**config.mk**
```make
export PLATFORM = sky130hd
export DESIGN_NAME = rms_current_meter_unit
export DESIGN_NICKNAME = d
export VERILOG_FILES = /design/src/rtl/rcm_pkg.sv /design/src/rtl/rcm_ctrl.sv /design/src/rtl/rcm_dpath.sv /design/src/rtl/rms_current_meter_unit.sv
export VERILOG_INCLUDE_DIRS = /design/src /design/src/rtl
export SDC_FILE = /design/constraint.sdc
export NUM_CORES = 2
export LEC_CHECK = 0
export BUFFER_PORTS_ARGS = -buffer_cell sky130_fd_sc_hd__buf_2
export CAP_MARGIN = 5
export CELL_PAD_IN_SITES_DETAIL_PLACEMENT = 0
export CELL_PAD_IN_SITES_GLOBAL_PLACEMENT = 1
export CORE_MARGIN = 3
export CORE_UTILIZATION = 30
export CTS_CLUSTER_SIZE = 12
export DETAILED_ROUTE_END_ITERATION = 16
export GPL_TIMING_DRIVEN = 0
export PLACE_DENSITY = 0.49
export SLEW_MARGIN = 25
export SYNTH_ARGS = -nofsm -noshare
export SYNTH_HDL_FRONTEND = slang
export SYNTH_SLANG_ARGS = --single-unit
export TNS_END_PERCENT = 100
```
**constraint.sdc**
```tcl
create_clock -name clk -period 10 [get_ports clk]
set_clock_uncertainty 0.15 [all_clocks]
set_input_delay 0.5 -clock clk [delete_from_list [all_inputs] [get_ports clk]]
set_output_delay 0.5 -clock clk [all_outputs]
set_load 0.01 [all_outputs]
```
**src/rtl/rms_current_meter_unit_defines.svh**
```systemverilog
// assertion helpers shared by the rtl files
`ifndef RMS_CURRENT_METER_UNIT_DEFINES_SVH
`define RMS_CURRENT_METER_UNIT_DEFINES_SVH

// same-cycle implication, checked out of reset
`define RCM_ASSERT_IMPL(lbl, ante, cons, msg) \
	lbl: assert property (@(posedge clk) disable iff (!arst_n) (ante) |-> (cons)) \
		else $error(msg);

// next-cycle implication, checked out of reset
`define RCM_ASSERT_NEXT(lbl, ante, cons, msg) \
	lbl: assert property (@(posedge clk) disable iff (!arst_n) (ante) |=> (cons)) \
		else $error(msg);

`endif

```
**src/rtl/rcm_pkg.sv**
```systemverilog
`timescale 1ns / 1ps
`default_nettype none

package rcm_pkg;

	// fixed widths of the state and the result fields
	localparam int SUM_W    = 30;
	localparam int COUNT_W  = 11;
	localparam int ZERO_W   = 10;
	localparam int GAIN_W   = 16;
	localparam int CFG_W    = 16;
	localparam int CUR_W    = 16;
	localparam int RMS_W    = 18;
	localparam int ROOT_W   = 24;
	localparam int RAD_W    = 2 * ROOT_W;
	localparam int SREM_W   = ROOT_W + 2;
	localparam int PROD_W   = ROOT_W + GAIN_W;
	localparam int WIN_W    = 13;

	// iteration counts of the shared units
	localparam int DIV_STEPS  = SUM_W;
	localparam int SQRT_STEPS = ROOT_W;
	localparam int ITER_W     = 5;

	// register reset values
	localparam logic [ZERO_W-1:0]  ZERO_OFFSET_RST   = 10'd532;
	localparam logic [COUNT_W-1:0] WINDOW_LENGTH_RST = 11'd100;
	localparam logic [GAIN_W-1:0]  GAIN_RST          = 16'd6756;

	// configuration register indexes
	localparam int CFG_IDX_W = 2;
	localparam logic [CFG_IDX_W-1:0] REG_ZERO_OFFSET   = 2'd0;
	localparam logic [CFG_IDX_W-1:0] REG_WINDOW_LENGTH = 2'd1;
	localparam logic [CFG_IDX_W-1:0] REG_GAIN          = 2'd2;

	typedef enum logic [2:0] {
		ST_ACC,
		ST_DIV,
		ST_PREP,
		ST_SQRT,
		ST_MUL,
		ST_OUT
	} rcm_state_t;

	// commands from controller to datapath
	typedef struct packed {
		logic acc_en;
		logic load;
		logic div_step;
		logic sqrt_load;
		logic sqrt_step;
		logic mul_en;
		logic out_load;
	} rcm_cmd_t;

	// status from datapath to controller
	typedef struct packed {
		logic close;
	} rcm_stat_t;

endpackage

`default_nettype wire

```
**src/rtl/rcm_ctrl.sv**
```systemverilog
`timescale 1ns / 1ps
`default_nettype none

`include "rms_current_meter_unit_defines.svh"

module rcm_ctrl
	import rcm_pkg::*;
(
	input  wire logic      clk,
	input  wire logic      arst_n,
	input  wire logic      s_tvalid,
	output logic           s_tready,
	output logic           m_tvalid,
	input  wire logic      m_tready,
	input  wire rcm_stat_t stat,
	output rcm_cmd_t       cmd
);

	rcm_state_t state_q, state_d;
	logic [ITER_W-1:0] iter_q;
	logic out_valid_q;
	logic div_last, sqrt_last, out_free;

	assign div_last  = (iter_q == ITER_W'(DIV_STEPS - 1));
	assign sqrt_last = (iter_q == ITER_W'(SQRT_STEPS - 1));
	assign out_free  = !out_valid_q || m_tready;

	// next state
	always_comb begin
		state_d = state_q;
		case (state_q)
			ST_ACC: begin
				if (s_tvalid && stat.close)
					state_d = ST_DIV;
			end
			ST_DIV: begin
				if (div_last)
					state_d = ST_PREP;
			end
			ST_PREP: state_d = ST_SQRT;
			ST_SQRT: begin
				if (sqrt_last)
					state_d = ST_MUL;
			end
			ST_MUL: state_d = ST_OUT;
			ST_OUT: begin
				if (out_free)
					state_d = ST_ACC;
			end
			default: state_d = ST_ACC;
		endcase
	end

	// command outputs
	always_comb begin
		cmd = '0;
		s_tready = 1'b0;
		case (state_q)
			ST_ACC: begin
				s_tready = 1'b1;
				cmd.acc_en = s_tvalid;
				cmd.load = s_tvalid && stat.close;
			end
			ST_DIV:  cmd.div_step = 1'b1;
			ST_PREP: cmd.sqrt_load = 1'b1;
			ST_SQRT: cmd.sqrt_step = 1'b1;
			ST_MUL:  cmd.mul_en = 1'b1;
			ST_OUT:  cmd.out_load = out_free;
			default: cmd = '0;
		endcase
	end

	// state, iteration counter and output valid flag
	always_ff @(posedge clk or negedge arst_n) begin
		if (!arst_n) begin
			state_q <= ST_ACC;
			iter_q <= '0;
			out_valid_q <= 1'b0;
		end else begin
			state_q <= state_d;
			if ((state_q == ST_DIV && !div_last) || (state_q == ST_SQRT && !sqrt_last))
				iter_q <= iter_q + ITER_W'(1);
			else
				iter_q <= '0;
			out_valid_q <= cmd.out_load || (out_valid_q && !m_tready);
		end
	end

	assign m_tvalid = out_valid_q;

	`RCM_ASSERT_IMPL(a_no_overwrite, cmd.out_load && out_valid_q, m_tready, "result overwritten before transfer")
	`RCM_ASSERT_NEXT(a_close_starts_div, s_tvalid && s_tready && stat.close, state_q == ST_DIV, "closing sample did not start the divide")
	`RCM_ASSERT_NEXT(a_div_length, state_q == ST_DIV && div_last, state_q == ST_PREP && iter_q == '0, "divide did not end after its steps")

endmodule

`default_nettype wire

```
**src/rtl/rcm_dpath.sv**
```systemverilog
`timescale 1ns / 1ps
`default_nettype none

`include "rms_current_meter_unit_defines.svh"

module rcm_dpath
	import rcm_pkg::*;
#(
	parameter int SAMPLE_BITS = 10,
	parameter int MAX_WINDOW  = 1024
) (
	input  wire logic                   clk,
	input  wire logic                   arst_n,
	input  wire logic [SAMPLE_BITS-1:0] sample,
	input  wire logic                   cfg_we,
	input  wire logic [CFG_IDX_W-1:0]   cfg_index,
	input  wire logic [CFG_W-1:0]       cfg_wdata,
	input  wire rcm_cmd_t               cmd,
	output rcm_stat_t                   stat,
	output logic [CUR_W-1:0]            current_ma,
	output logic [RMS_W-1:0]            rms_counts
);

	localparam logic [WIN_W-1:0] MAX_WIN_C = WIN_W'(MAX_WINDOW);

	logic [ZERO_W-1:0]  zero_q;
	logic [COUNT_W-1:0] wlen_q;
	logic [GAIN_W-1:0]  gain_q;

	logic [SUM_W-1:0]   sum_q, sum_next;
	logic [COUNT_W-1:0] count_q, count_next;
	logic [SAMPLE_BITS-1:0] z, mag;
	logic [2*SAMPLE_BITS-1:0] sq;
	logic [WIN_W-1:0] wl_ext, win;

	logic [SUM_W-1:0]   dvd_q;
	logic [COUNT_W-1:0] dvs_q, drem_q;
	logic [COUNT_W:0]   dtrial;
	logic               dfit;

	logic [RAD_W-1:0]  rad_q;
	logic [SREM_W-1:0] srem_q;
	logic [ROOT_W-1:0] root_q;
	logic [SREM_W+1:0] sacc, strial;
	logic              sfit;

	logic [PROD_W-1:0] prod_q;
	logic [CUR_W-1:0]  cur_q;
	logic [RMS_W-1:0]  rms_q;

	// configuration registers
	always_ff @(posedge clk or negedge arst_n) begin
		if (!arst_n) begin
			zero_q <= ZERO_OFFSET_RST;
			wlen_q <= WINDOW_LENGTH_RST;
			gain_q <= GAIN_RST;
		end else if (cfg_we) begin
			case (cfg_index)
				REG_ZERO_OFFSET:   zero_q <= cfg_wdata[ZERO_W-1:0];
				REG_WINDOW_LENGTH: wlen_q <= cfg_wdata[COUNT_W-1:0];
				REG_GAIN:          gain_q <= cfg_wdata[GAIN_W-1:0];
				default: ;
			endcase
		end
	end

	// offset correction and square
	assign z = SAMPLE_BITS'(zero_q);
	assign mag = (sample >= z) ? (sample - z) : (z - sample);
	assign sq = (2*SAMPLE_BITS)'(mag) * (2*SAMPLE_BITS)'(mag);
	assign sum_next = sum_q + SUM_W'(sq);
	assign count_next = count_q + COUNT_W'(1);

	// effective window: zero means one, clamp at the maximum
	assign wl_ext = WIN_W'(wlen_q);
	always_comb begin
		if (wl_ext == '0)
			win = WIN_W'(1);
		else if (wl_ext > MAX_WIN_C)
			win = MAX_WIN_C;
		else
			win = wl_ext;
	end
	assign stat.close = (WIN_W'(count_next) >= win);

	// window accumulator
	always_ff @(posedge clk or negedge arst_n) begin
		if (!arst_n) begin
			sum_q <= '0;
			count_q <= '0;
		end else if (cmd.load) begin
			sum_q <= '0;
			count_q <= '0;
		end else if (cmd.acc_en) begin
			sum_q <= sum_next;
			count_q <= count_next;
		end
	end

	// restoring divider, one quotient bit per step
	assign dtrial = {drem_q, dvd_q[SUM_W-1]};
	assign dfit = (dtrial >= {1'b0, dvs_q});

	always_ff @(posedge clk) begin
		if (cmd.load) begin
			dvd_q <= sum_next;
			dvs_q <= count_next;
			drem_q <= '0;
		end else if (cmd.div_step) begin
			dvd_q <= {dvd_q[SUM_W-2:0], dfit};
			drem_q <= dfit ? COUNT_W'(dtrial - {1'b0, dvs_q}) : dtrial[COUNT_W-1:0];
		end
	end

	// digit-by-digit square root, two radicand bits per step
	assign sacc = {srem_q, rad_q[RAD_W-1 -: 2]};
	assign strial = {2'b00, root_q, 2'b01};
	assign sfit = (sacc >= strial);

	always_ff @(posedge clk) begin
		if (cmd.sqrt_load) begin
			rad_q <= {2'b00, dvd_q, 16'h0000};
			srem_q <= '0;
			root_q <= '0;
		end else if (cmd.sqrt_step) begin
			rad_q <= {rad_q[RAD_W-3:0], 2'b00};
			srem_q <= sfit ? SREM_W'(sacc - strial) : SREM_W'(sacc);
			root_q <= {root_q[ROOT_W-2:0], sfit};
		end
	end

	// gain scaling and result register
	always_ff @(posedge clk) begin
		if (cmd.mul_en)
			prod_q <= PROD_W'(root_q) * PROD_W'(gain_q);
		if (cmd.out_load) begin
			cur_q <= (|prod_q[PROD_W-1:2*CUR_W]) ? {CUR_W{1'b1}} : prod_q[2*CUR_W-1:CUR_W];
			rms_q <= root_q[RMS_W-1:0];
		end
	end

	assign current_ma = cur_q;
	assign rms_counts = rms_q;

	`RCM_ASSERT_IMPL(a_divisor_nonzero, cmd.load, count_next != '0, "window closed with zero count")
	`RCM_ASSERT_NEXT(a_window_cleared, cmd.load, sum_q == '0 && count_q == '0, "window state not cleared")

endmodule

`default_nettype wire

```
**src/rtl/rms_current_meter_unit.sv**
```systemverilog
// rms current meter
// input stream: one ADC sample per transfer, s_tdata low SAMPLE_BITS bits.
// each sample has the zero offset removed and its square added to the
// window sum; a transfer is accepted whenever the meter is collecting.
// the sample that completes the window starts the result: a 30-step
// restoring divide (sum by count), root setup, a 24-step square root, gain
// multiply and the output register load, during which s_tready is low.
// output stream: one result per window, held in an output register until
// transferred; collection of the next window goes on while it waits, and a
// new result waits in the controller, with s_tready low, until the register
// is free.
// configuration: cfg_we writes cfg_wdata to register cfg_index (0 zero
// offset, 1 window length, 2 gain); write only while the meter is idle.
// reset clears the window sum and count, empties the output register and
// loads the register defaults.
`timescale 1ns / 1ps
`default_nettype none

module rms_current_meter_unit
	import rcm_pkg::*;
#(
	parameter int SAMPLE_BITS = 10,
	parameter int MAX_WINDOW  = 1024
) (
	input  wire logic                      clk,
	input  wire logic                      arst_n,
	// sample (bits SAMPLE_BITS-1:0), zero fill above
	input  wire logic [((SAMPLE_BITS+7)/8)*8-1:0] s_tdata,
	input  wire logic                      s_tvalid,
	output logic                           s_tready,
	// current_ma (15:0), rms_counts (33:16), zero fill above
	output logic [39:0]                    m_tdata,
	output logic                           m_tvalid,
	input  wire logic                      m_tready,
	input  wire logic                      cfg_we,
	input  wire logic [CFG_IDX_W-1:0]      cfg_index,
	input  wire logic [CFG_W-1:0]          cfg_wdata
);

	rcm_cmd_t  cmd;
	rcm_stat_t stat;
	logic [CUR_W-1:0] current_ma;
	logic [RMS_W-1:0] rms_counts;

	rcm_ctrl u_ctrl (
		.clk      (clk),
		.arst_n   (arst_n),
		.s_tvalid (s_tvalid),
		.s_tready (s_tready),
		.m_tvalid (m_tvalid),
		.m_tready (m_tready),
		.stat     (stat),
		.cmd      (cmd)
	);

	rcm_dpath #(
		.SAMPLE_BITS (SAMPLE_BITS),
		.MAX_WINDOW  (MAX_WINDOW)
	) u_dpath (
		.clk        (clk),
		.arst_n     (arst_n),
		.sample     (s_tdata[SAMPLE_BITS-1:0]),
		.cfg_we     (cfg_we),
		.cfg_index  (cfg_index),
		.cfg_wdata  (cfg_wdata),
		.cmd        (cmd),
		.stat       (stat),
		.current_ma (current_ma),
		.rms_counts (rms_counts)
	);

	// pack result fields, lowest first
	assign m_tdata = {6'b000000, rms_counts, current_ma};

endmodule

`default_nettype wire
```
==> impl_metrics.csv <==
group,metric,value,unit
outcome,outcome,"completed",
layout,area_delta_synth_final,11.3,%
synth,synth_common_cells,"534 x inv_1, 425 x nand2_1, 375 x fa_1",
detailed_routing,wl,87800,um
timing,min_period,9.03,ns
synth,avgSynthCellArea,9.50,um2
clock_tree,cts_tree,"done",
timing,worst_pin_slew,0.994,ns
timing,final_max_slew_viol_count,0,
layout,ff_latch_area,0.00733,mm2
timing,rsz0062_at_grt,"false",
floorplan,die_w,317,um
setup_path,cpMostUsedCell,"fa_1",
global_routing,grt_max_degree,65,
detailed_routing,vias,21151,
setup_path,reg2reg_to,"u_dpath.dvd_q[25]",
global_routing,gr-total-overflow,0,
detailed_routing,drtIter0Drc,1041,
placement,portBuffers,68,
synth,synth-seq-cells,279,
detailed_routing,drcViolationCount,0,
setup_path,crit_family,"adder cells",
placement,place_hpwl,70500,um
setup_path,path_max_fanout,10,
timing,slew_headroom,0.337,
timing,finalSetupViolCount,0,
global_routing,grt_pass1_vias,23270,
global_routing,grt_usage,0.180,
synth,synthTopCellsByArea,"fa_1 26%, edfxtp_1 13%, ha_1 10%",
setup_path,crit_start,"u_dpath.z[0]",
global_routing,grt_pass1_wl,138000,um
floorplan,dieArea,0.101,mm2
setup_path,ff2ff_setup_slack,0.97,ns
worst_hold_path,hp-class,"primary input to register",
synth,async_flop_share,0.312,
setup_path,required,10.22,ns
setup_path,worstSetupEndpointType,"register",
layout,drive_gt1_frac,0.0903,
setup_path,path_class,"register to register",
floorplan,ios,81,
floorplan,rows,113,
placement,routabilityCongestion,0.848,
synth,synth_edf_count,129,
layout,nFillCells,9976,
clock_tree,cts_root_buffer,"clkbuf_16",
worst_hold_path,hp-start,"cfg_wdata[2]",
clock_tree,htree_levels,2,
synth,yosysWarningCount,0,
setup_path,reg2reg_from,"u_dpath.z[0]",
synth,syn-instance-count,3054,
synth,synth_seq_area_share,0.252,
layout,layout.nets,3821,
timing,hold_viol_final,0,
layout,multi_input_area,0.0191,mm2
floorplan,initial_core_util,0.304,
run,maxCapViolCount,0,
synth,ys_dominant_reg_cell,"edfxtp_1",
setup_path,cp-start-kind,"register",
timing,setup-tns-final,0,ns
synth,synth_most_common_cell,"inv_1",
floorplan,die_h,317,um
setup_path,critPathCapture,"u_dpath.dvd_q[25]",
detailed_routing,antenna_left,0,
detailed_routing,viasPerCell,4.73,
setup_path,worst-path-buf-inv,8,
clock_tree,clk_path_buf_depth,3,
synth,synth_top_area_share,0.259,
clock_tree,cts_buffers,38,
global_routing,antenna_found_initial,2,
clock_tree,clkTransAtPathRegs,0.06,ns
timing,fin_crit_sh,0.903,
clock_tree,cts_setup_buffers,0,
clock_tree,insertion_delay,0.57,ns
synth,synthDistinctLibCells,82,
timing,max_freq,111,MHz
setup_path,cpPeakStageDelay,0.61,ns
setup_path,crit_cells,31,
synth,post-synth-top-area-cell,"fa_1",
setup_path,arrival,9.25,ns
setup_path,crit_slowest_cell,"xor2_1",
detailed_routing,wl_per_cell,19.7,um
detailed_routing,detail_route.first_pass.iterations,7,
synth,synth_area,0.0290,mm2
setup_path,ff2ff_path_depth,31,
floorplan,core,0.0954,mm2
clock_tree,cts_sinks,279,
[cell families after synthesis]
kind of cell,Yosys count,share of synthesized area
other cells,1,0.000129
mux,77,0.0293
compound gates,409,0.0918
xor+xnor,98,0.0303
flops,279,0.252
buf+inv,678,0.0901
fa+ha+maj,611,0.360
simple gates,901,0.146
[through the flow]
stage	worst slack, ns	instances	hold slack (ns)	area [um2]	util
after global placement	0.629	4392	0.267	31000	0.324
after CTS	0.916	4466	0.0292	32300	0.338
final	0.968	4469	0.0668	32300	0.339
after global routing	0.443	4466	0.0752	32300	0.338
after floorplan	2.29	3059	0.0544	29000	-
after detailed placement	0.649	4395	0.245	31100	0.326
[worst register-to-register path, delay by kind of cell (launching register included)]
kind                       cells  cell delay (ns)
adders and majority gates      8             3.46
buffers and inverters          8             1.15
and+or+nand+nor                3             0.70
AOI/OAI and AO/OA             11             2.41
DFF                            1             0.35
xor gates and xnor gates       1             0.61
[layout make-up]
cell class,count,share of cell area
multi-input cells,2102,0.592
flip-flops and latches,279,0.227
inverters,536,0.0623
well taps,1265,0.0490
clock buffers,47,0.0314
plain buffers,142,0.0188
repair buffers,72,0.0134
clock inverters,23,0.00620
diodes,3,0.000232
[layer usage]
layer	part of all wire	global-route usage
met5	0	0
met4	0.029	0.0516
met3	0.030	0.0212
met2	0.51	0.327
met1	0.43	0.224
[layout by cell type (no fill, tap or decap), types with 21 or more instances in the layout]
| master | instances |
|---|---|
| xor2_1 | 46 |
| nand4_1 | 22 |
| clkbuf_16 | 39 |
| and2_1 | 139 |
| nand2_1 | 424 |
| xnor2_1 | 49 |
| buf_2 | 80 |
| dfrtp_1 | 75 |
| nand2b_1 | 22 |
| edfxtp_1 | 129 |
| dfxtp_1 | 63 |
| ha_1 | 236 |
| clkbuf_1 | 119 |
| mux2_2 | 63 |
| o21ai_0 | 128 |
| o311ai_0 | 21 |
| a21oi_1 | 71 |
| fa_1 | 375 |
| or2_2 | 33 |
| a21o_1 | 50 |
| nor3_1 | 21 |
| inv_1 | 534 |
| nor2_1 | 95 |
| nand3_1 | 81 |
[state kept, by name, summed over array words and instances (netlist names), 10 cells and up]
register	count
u_dpath.current_ma	16
u_dpath.dvs_q	11
u_dpath.z	10
u_dpath.drem_q	11
u_dpath.dvd_q	30
u_dpath.prod_q	24
u_dpath.gain_q	16
u_dpath.srem_q	26
u_dpath.wlen_q	11
u_dpath.rms_counts	18
u_dpath.sum_q	30
u_dpath.count_q	11
u_dpath.root_q	24
u_dpath.rad_q	32
[worst min-delay path by stage]
stage | cells past startpoint | endpoint | slack, ns
after global routing | 3 | u_dpath.z[3] | 0.08
after detailed placement | 1 | u_dpath.sum_q[27] | 0.25
after floorplan | 0 | u_ctrl.iter_q[0] | 0.05
after CTS | 3 | u_dpath.z[2] | 0.03
final | 3 | u_dpath.z[2] | 0.07
after global placement | 0 | u_dpath.rms_counts[5] | 0.27
[what timing repair did]
| action | CTS | global route |
|---|---|---|
| hold endpoints to repair | 23 | 0 |
| gates resized for setup | 0 | 0 |
| endpoints found under the setup margin | 0 | 0 |
| hold buffers | 1 | 0 |
Power is not shown: default switching activity piles up to over one toggle a cycle in this logic, so the estimate is an artifact.
